--- src/enc_dfr_pkg.sv ---
`timescale 1ns / 1ps
`default_nettype none
// ----------------------------------------------------------------------------
// Encoder SPI response deframer package
// Frame kinds, frame lengths, the CRC-8 byte step and the result record
// shared by the deframer core and the top level.
// ----------------------------------------------------------------------------
package enc_dfr_pkg;

    localparam int unsigned ByteW   = 8;
    localparam int unsigned KindW   = 3;
    localparam int unsigned IndexW  = 4;
    localparam int unsigned PosW    = 14;
    localparam int unsigned ReadW   = 16;
    localparam int unsigned StatusW = 5;
    localparam int unsigned SerialW = 48;

    localparam logic [ByteW-1:0] CrcPoly = 8'h97;

    typedef enum logic [KindW-1:0] {
        KIND_GENERAL = 3'd0,
        KIND_SERIAL  = 3'd1,
        KIND_SPEED   = 3'd2,
        KIND_TEMP    = 3'd3,
        KIND_STATUS  = 3'd4
    } kind_t;

    typedef struct packed {
        kind_t                     frame_op;
        logic [PosW-1:0]           position_raw;
        logic                      error_flag;
        logic                      warning_flag;
        logic                      crc_ok;
        logic signed [ReadW-1:0]   signed_reading;
        logic [StatusW-1:0]        status_flags;
        logic [SerialW-1:0]        serial_number;
    } result_t;

    // Unknown kinds are treated as general frames.
    function automatic kind_t kind_from_op(input logic [KindW-1:0] op);
        kind_t k;
        case (op)
            KIND_SERIAL: k = KIND_SERIAL;
            KIND_SPEED:  k = KIND_SPEED;
            KIND_TEMP:   k = KIND_TEMP;
            KIND_STATUS: k = KIND_STATUS;
            default:     k = KIND_GENERAL;
        endcase
        return k;
    endfunction

    // Index of the CRC byte, which is the last byte of the frame.
    function automatic logic [IndexW-1:0] last_index(input kind_t kind);
        logic [IndexW-1:0] idx;
        case (kind)
            KIND_SERIAL: idx = 4'd8;
            KIND_SPEED:  idx = 4'd4;
            KIND_TEMP:   idx = 4'd4;
            KIND_STATUS: idx = 4'd3;
            default:     idx = 4'd2;
        endcase
        return idx;
    endfunction

    // Eight shifts of the MSB-first CRC register with no data folded in.
    function automatic logic [ByteW-1:0] crc_table(input logic [ByteW-1:0] v);
        logic [ByteW-1:0] c;
        c = v;
        for (int k = 0; k < 8; k++) begin
            if (c[ByteW-1]) begin
                c = {c[ByteW-2:0], 1'b0} ^ CrcPoly;
            end else begin
                c = {c[ByteW-2:0], 1'b0};
            end
        end
        return c;
    endfunction

endpackage
`default_nettype wire

--- src/enc_dfr_core.sv ---
`timescale 1ns / 1ps
`default_nettype none
// ----------------------------------------------------------------------------
// Encoder SPI response deframer core
// Holds the frame state (byte count, kind, running CRC, head and payload
// bytes), advances it by one byte per step and decodes the result on the
// last byte of a frame.
// ----------------------------------------------------------------------------
module enc_dfr_core (
    input  wire logic                           aclk,
    input  wire logic                           aresetn,
    input  wire logic                           step,
    input  wire logic [enc_dfr_pkg::ByteW-1:0]  rx_byte,
    input  wire logic [enc_dfr_pkg::KindW-1:0]  op,
    output logic                                at_last,
    output enc_dfr_pkg::result_t                result
);

    logic [enc_dfr_pkg::IndexW-1:0]  byte_index_reg, byte_index_next;
    enc_dfr_pkg::kind_t              frame_kind_reg, frame_kind_next;
    logic [enc_dfr_pkg::ByteW-1:0]   crc_reg, crc_next;
    logic [2*enc_dfr_pkg::ByteW-1:0] head_reg, head_next;
    logic [enc_dfr_pkg::SerialW-1:0] payload_reg, payload_next;

    logic                            is_first;
    logic [enc_dfr_pkg::ByteW-1:0]   crc_shifted;
    logic [enc_dfr_pkg::ByteW-1:0]   b1;

    assign is_first    = (byte_index_reg == '0);
    assign at_last     = !is_first &&
                         !(byte_index_reg < enc_dfr_pkg::last_index(frame_kind_reg));
    assign crc_shifted = enc_dfr_pkg::crc_table(crc_reg);
    assign b1          = head_reg[enc_dfr_pkg::ByteW-1:0];

    always_comb begin
        byte_index_next = byte_index_reg;
        frame_kind_next = frame_kind_reg;
        crc_next        = crc_reg;
        head_next       = head_reg;
        payload_next    = payload_reg;
        if (step) begin
            if (is_first) begin
                frame_kind_next = enc_dfr_pkg::kind_from_op(op);
                crc_next        = rx_byte;
                head_next       = {rx_byte, 8'h00};
                byte_index_next = 4'd1;
            end else if (!at_last) begin
                crc_next = rx_byte ^ crc_shifted;
                if (byte_index_reg == 4'd1) begin
                    head_next = {head_reg[2*enc_dfr_pkg::ByteW-1:enc_dfr_pkg::ByteW],
                                 rx_byte};
                end else begin
                    payload_next = {payload_reg[enc_dfr_pkg::SerialW-enc_dfr_pkg::ByteW-1:0],
                                    rx_byte};
                end
                byte_index_next = byte_index_reg + 4'd1;
            end else begin
                byte_index_next = '0;
            end
        end
    end

    // The result is read while the CRC byte is on the input.
    always_comb begin
        result                = '0;
        result.frame_op       = frame_kind_reg;
        result.position_raw   = {head_reg[2*enc_dfr_pkg::ByteW-1:enc_dfr_pkg::ByteW],
                                 b1[7:2]};
        result.error_flag     = !b1[1];
        result.warning_flag   = !b1[0];
        result.crc_ok         = (crc_shifted == ~rx_byte);
        case (frame_kind_reg)
            enc_dfr_pkg::KIND_SPEED,
            enc_dfr_pkg::KIND_TEMP: begin
                result.signed_reading = payload_reg[enc_dfr_pkg::ReadW-1:0];
            end
            enc_dfr_pkg::KIND_STATUS: begin
                result.status_flags = payload_reg[7:3];
            end
            enc_dfr_pkg::KIND_SERIAL: begin
                result.serial_number = payload_reg;
            end
            default: begin
            end
        endcase
    end

    always_ff @(posedge aclk) begin
        if (!aresetn) begin
            byte_index_reg <= '0;
            frame_kind_reg <= enc_dfr_pkg::KIND_GENERAL;
            crc_reg        <= '0;
            head_reg       <= '0;
        end else begin
            byte_index_reg <= byte_index_next;
            frame_kind_reg <= frame_kind_next;
            crc_reg        <= crc_next;
            head_reg       <= head_next;
        end
    end

    always_ff @(posedge aclk) begin
        payload_reg <= payload_next;
    end

endmodule
`default_nettype wire

--- src/encoder_spi_response_deframer.sv ---
`timescale 1ns / 1ps
`default_nettype none
// ----------------------------------------------------------------------------
// Encoder SPI response deframer
// Registered byte stream in, one decoded result per response frame out.
// ----------------------------------------------------------------------------
// Bytes of an absolute encoder response enter one per transfer, with the
// frame kind on tuser sampled on the first byte of each frame (general 3,
// serial 9, speed 5, temperature 5, status 4 bytes; unknown kinds count as
// general). The block takes one byte every cycle: a byte is registered on
// acceptance, then advances the frame state and CRC-8, and the result of a
// frame is registered on the master side when its last byte leaves the
// input register. Throughput drops only while a finished result is held
// waiting on m_tready and the next frame's last byte reaches the core.
// ----------------------------------------------------------------------------
module encoder_spi_response_deframer (
    input  wire logic        aclk,
    input  wire logic        aresetn,
    input  wire logic        s_tvalid,
    output logic             s_tready,
    input  wire logic [7:0]  s_tdata,   // [7:0] rx_byte
    input  wire logic [2:0]  s_tuser,   // [2:0] op
    output logic             m_tvalid,
    input  wire logic        m_tready,
    output logic [87:0]      m_tdata,   // [13:0] position_raw, [14] error_flag,
                                        // [15] warning_flag, [16] crc_ok,
                                        // [32:17] signed_reading, [37:33] status_flags,
                                        // [85:38] serial_number, [87:86] zero
    output logic [2:0]       m_tuser    // [2:0] frame_op
);

    logic                              in_valid_reg, in_valid_next;
    logic [enc_dfr_pkg::ByteW-1:0]     in_byte_reg;
    logic [enc_dfr_pkg::KindW-1:0]     in_op_reg;
    logic                              m_valid_reg, m_valid_next;
    enc_dfr_pkg::result_t              m_result_reg;

    logic                              at_last;
    logic                              out_free;
    logic                              advance;
    logic                              s_fire;
    enc_dfr_pkg::result_t              core_result;

    enc_dfr_core u_core (
        .aclk    (aclk),
        .aresetn (aresetn),
        .step    (advance),
        .rx_byte (in_byte_reg),
        .op      (in_op_reg),
        .at_last (at_last),
        .result  (core_result)
    );

    // A registered byte moves on unless it completes a frame and the result
    // register is still occupied.
    assign out_free = !m_valid_reg || m_tready;
    assign advance  = in_valid_reg && (!at_last || out_free);
    assign s_tready = !in_valid_reg || advance;
    assign s_fire   = s_tvalid && s_tready;

    always_comb begin
        in_valid_next = in_valid_reg;
        if (s_fire) begin
            in_valid_next = 1'b1;
        end else if (advance) begin
            in_valid_next = 1'b0;
        end
        m_valid_next = m_valid_reg;
        if (advance && at_last) begin
            m_valid_next = 1'b1;
        end else if (m_tready) begin
            m_valid_next = 1'b0;
        end
    end

    always_ff @(posedge aclk) begin
        if (!aresetn) begin
            in_valid_reg <= 1'b0;
            m_valid_reg  <= 1'b0;
        end else begin
            in_valid_reg <= in_valid_next;
            m_valid_reg  <= m_valid_next;
        end
    end

    always_ff @(posedge aclk) begin
        if (s_fire) begin
            in_byte_reg <= s_tdata;
            in_op_reg   <= s_tuser;
        end
        if (advance && at_last) begin
            m_result_reg <= core_result;
        end
    end

    assign m_tvalid = m_valid_reg;
    assign m_tuser  = m_result_reg.frame_op;
    assign m_tdata  = {2'b00,
                       m_result_reg.serial_number,
                       m_result_reg.status_flags,
                       m_result_reg.signed_reading,
                       m_result_reg.crc_ok,
                       m_result_reg.warning_flag,
                       m_result_reg.error_flag,
                       m_result_reg.position_raw};

endmodule
`default_nettype wire
--- config.mk ---
export PLATFORM = sky130hd
export DESIGN_NAME = encoder_spi_response_deframer
export DESIGN_NICKNAME = d
export VERILOG_FILES = /design/src/enc_dfr_pkg.sv /design/src/enc_dfr_core.sv /design/src/encoder_spi_response_deframer.sv
export SDC_FILE = /design/constraint.sdc
export NUM_CORES = 1
export LEC_CHECK = 0
export BUFFER_PORTS_ARGS = -buffer_cell sky130_fd_sc_hd__buf_2
export CAP_MARGIN = 20
export CORE_MARGIN = 8
export CORE_UTILIZATION = 29
export DETAILED_ROUTE_END_ITERATION = 6
export PLACE_DENSITY = 0.46
export SLEW_MARGIN = 25
export SYNTH_ARGS = -nofsm -noshare
export SYNTH_HDL_FRONTEND = slang
export SYNTH_SLANG_ARGS = --single-unit
--- constraint.sdc ---
create_clock -name aclk -period 10.15 [get_ports aclk]
set_input_delay 2.5375 -clock aclk [delete_from_list [all_inputs] [get_ports aclk]]
set_output_delay 2.5375 -clock aclk [all_outputs]
set_load 0.02 [all_outputs]
==> summary.txt <==
Clock tree
  • CTS tree: yes
  • Clock Latency Late Sink: 0.43 ns
  • Clock root buffer: clkbuf_16
  • Setup bufs post-CTS: 0
  • Clock Sinks: 181
  • CTS Hold Buffers Added: 0
  • CTS buffer count: 17
  • Cts repair resizes: 0
  • H-Tree Level Count: 4
  • Clock transition at the registers of the reported paths: 0.07 ns
  • CTS Buffer Depth: 2

Timing
  • Fmax: 163 MHz
  • Final worst-path cycle share: 60.4%
  • Worst slew margin: 45.4%
  • Final hold violations: 0
  • Post-route minimum period: 6.14 ns
  • Max Slew Vio Count: 0
  • Setup Total Neg Slack: 0 ns
  • Endpoints failing setup: 0
  • Worst-margin pin slew: 0.815 ns
  • Setup ws final: 4.02 ns
  • Hold WS: 0.431 ns
  • Clock Skew: 0.0109 ns
  • RSZ-0062 raised after global routing: false

Finish
  • Antenna diode count: 0
  • Nets: 591
  • Layout cell share with drive strength beyond 1: 26.9%
  • Max reg flops: 86
  • Fin cells: 902
  • Synth-to-Final Area Change: 21.3%

Worst hold path
  • Min-delay src: u_core.head_reg[3]
  • Min-Delay Path Class: reg2reg

Power and ir drop
  • VDD IR max: 0.0964 mV
  • PwrDens: 190 mW/mm²
  • Final Power: 1.60 mW
  • P_leak: 3.15 nW

Synth
  • Register area share after synthesis: 73.6%
  • Yosys reg bits: 181
  • Syn Inst Count: 465
  • Number of synthesis warnings: 0
  • Mean Syn Cell Area: 14.9 µm²
  • Asr flop ratio synth: 0%
  • Library cells used by synthesis: 50
  • Top FF cell, synth: edfxtp_1
  • Synth Cell Area: 0.00694 mm²
  • Post-synth EDFFs: 148

Critical path
  • Critical Path RT: 7.61 ns
  • Crit path to: s_tready
  • Worst Setup SP: m_tready
  • CP Max Fanout: 4
  • R2r setup slk: 6.73 ns
  • Crit path DAT: 3.60 ns
  • Worst R2R Start: u_core.frame_kind_reg[2]
  • Crit Path Category: in2out
  • Worst setup SP type: input pin
  • Reg2reg end: m_tuser[1]
  • CP Capture Type: output port
  • R2r worst-path depth: 7

Floorplan
  • Core Box Area: 0.0235 mm²
  • # IOs: 108
  • Die area: 0.0291 mm²
  • Row count: 56
  • Die H: 171 µm
  • Starting Density: 29.6%
  • Die width: 171 µm

Drt
  • WL per Instance: 16.3 µm
  • DR vias/cell: 4.28
  • Antenna-violating nets left: 0
  • DR pass1 iterations: 4
  • Vias: 3862
  • Initial DRC Count: 250
  • Post-detailed-routing wire length: 14700 µm
  • Drt drc: 0

GRT
  • Overflow after GRT: 0
  • Largest net degree at the start of global routing: 81
  • Number of global-route vias before repair: 4122
  • First-pass GRT wire length: 23200 µm
  • Initial antenna violation count: 0
  • GRT Util Overall: 10.5%

Placed design
  • PortBufs: 105
  • Setup Slack @ Placement: 4.01 ns
  • Dpl cells: 869
  • Global placement routability congestion: 0.765
  • DPL Wire Length: 9640 µm

Run status
  • Run status: finished clean

Job
  • Max_cap viols: 0
[where the power goes]
| group | switching (mW) | internal, mW | total (mW) | leakage (nW) |
|---|---|---|---|---|
| sequential | 0.0172 | 0.810 | 0.828 | 1.69 |
| clock | 0.324 | 0.360 | 0.684 | 0.299 |
| combinational | 0.0445 | 0.0405 | 0.0850 | 1.15 |
| total | 0.386 | 1.21 | 1.60 | 3.15 |
[worst min path at each step]
| stage | end | slack [ns] | cells past startpoint |
|---|---|---|---|
| 3_5_place_dp | m_tdata[1] | 0.42 | 0 |
| 4_1_cts | m_tdata[1] | 0.44 | 0 |
| 6_report | m_tdata[1] | 0.43 | 0 |
| 5_1_grt | u_core.payload_reg[28] | 0.45 | 0 |
| 2_1_floorplan | m_tdata[0] | 0.41 | 0 |
| 3_3_place_gp | m_tdata[11] | 0.42 | 0 |
[layout by cell type (no fill, tap or decap), types with 8 or more instances in the layout]
cell type and n:
nor2_1 16, a21oi_1 20, buf_2 106, edfxtp_1 148, dfxtp_1 33, clkbuf_16 17
nand2_1 30, xnor2_1 13, xor2_1 9, o21ai_1 8, nand3_1 18, inv_1 9
and2_1 66
[worst max-delay path, stage by stage]
cell and delay (ns):
buf_2 0.10, nor2b_1 0.25, or2b_1 0.28, nor2_1 0.21
inv_1 0.06, buf_2 0.16
[cells by family after synthesis]
kind of cell	count (synthesis)	synth area share, %
flip-flops	181	73.6
AND/OR/NAND/NOR	161	12.8
adder cells (fa/ha/maj)	6	1.08
buffers and inverters	34	2.34
multiplexers	2	0.288
AO/OA/AOI/OAI	50	4.58
other	1	0.0540
XOR/XNOR	30	5.30
[metrics by stage]
step,util (%),cell area (µm²)
floorplan,-,6940
global placement,33.2,7790
detailed placement,33.2,7790
CTS,35.8,8410
global route,35.9,8420
finish,35.9,8420
[Yosys cell counts, types with 2 or more instances]
library cell / count / area [µm²]
buf_4: 3 / 22.5
clkbuf_1: 15 / 56.3
buf_2: 4 / 20.0
dfxtp_1: 33 / 661
nand3b_1: 2 / 15.0
inv_1: 9 / 33.8
nand4_1: 3 / 18.8
nor2b_1: 6 / 37.5
nor2_1: 16 / 60.1
and2_1: 66 / 413
o21a_1: 3 / 22.5
xnor2_1: 13 / 114
xor2_1: 9 / 78.8
o21ai_1: 8 / 40.0
nand2_1: 30 / 113
ha_1: 6 / 75.1
and3_2: 5 / 37.5
xnor3_1: 6 / 135
nor3b_1: 3 / 22.5
edfxtp_1: 148 / 4440
a21oi_1: 20 / 100
nor3_1: 6 / 30.0
nand3_1: 18 / 90.1
o21ai_0: 6 / 30.0
mux2i_1: 2 / 20.0
[layer usage]
metal	vias to the layer above	wire [µm]	GRT usage, %
met3	16	956	3.57
met1	1895	6740	13.1
li1	1856	-	-
met4	0	203	3.78
met5	-	0	0
met2	95	6780	16.5
[area by class of cell]
type	instances	area (µm²)
Clock inverter	15	196
Timing Repair Buffer	110	564
Fill cell	2285	15100
Clock buffer	17	425
Tap cell	319	399
Sequential cell	181	5100
Multi-Input combinational cell	251	1700
Inverter	9	33.8
No activity file was read; power rests on OpenSTA's default activity.
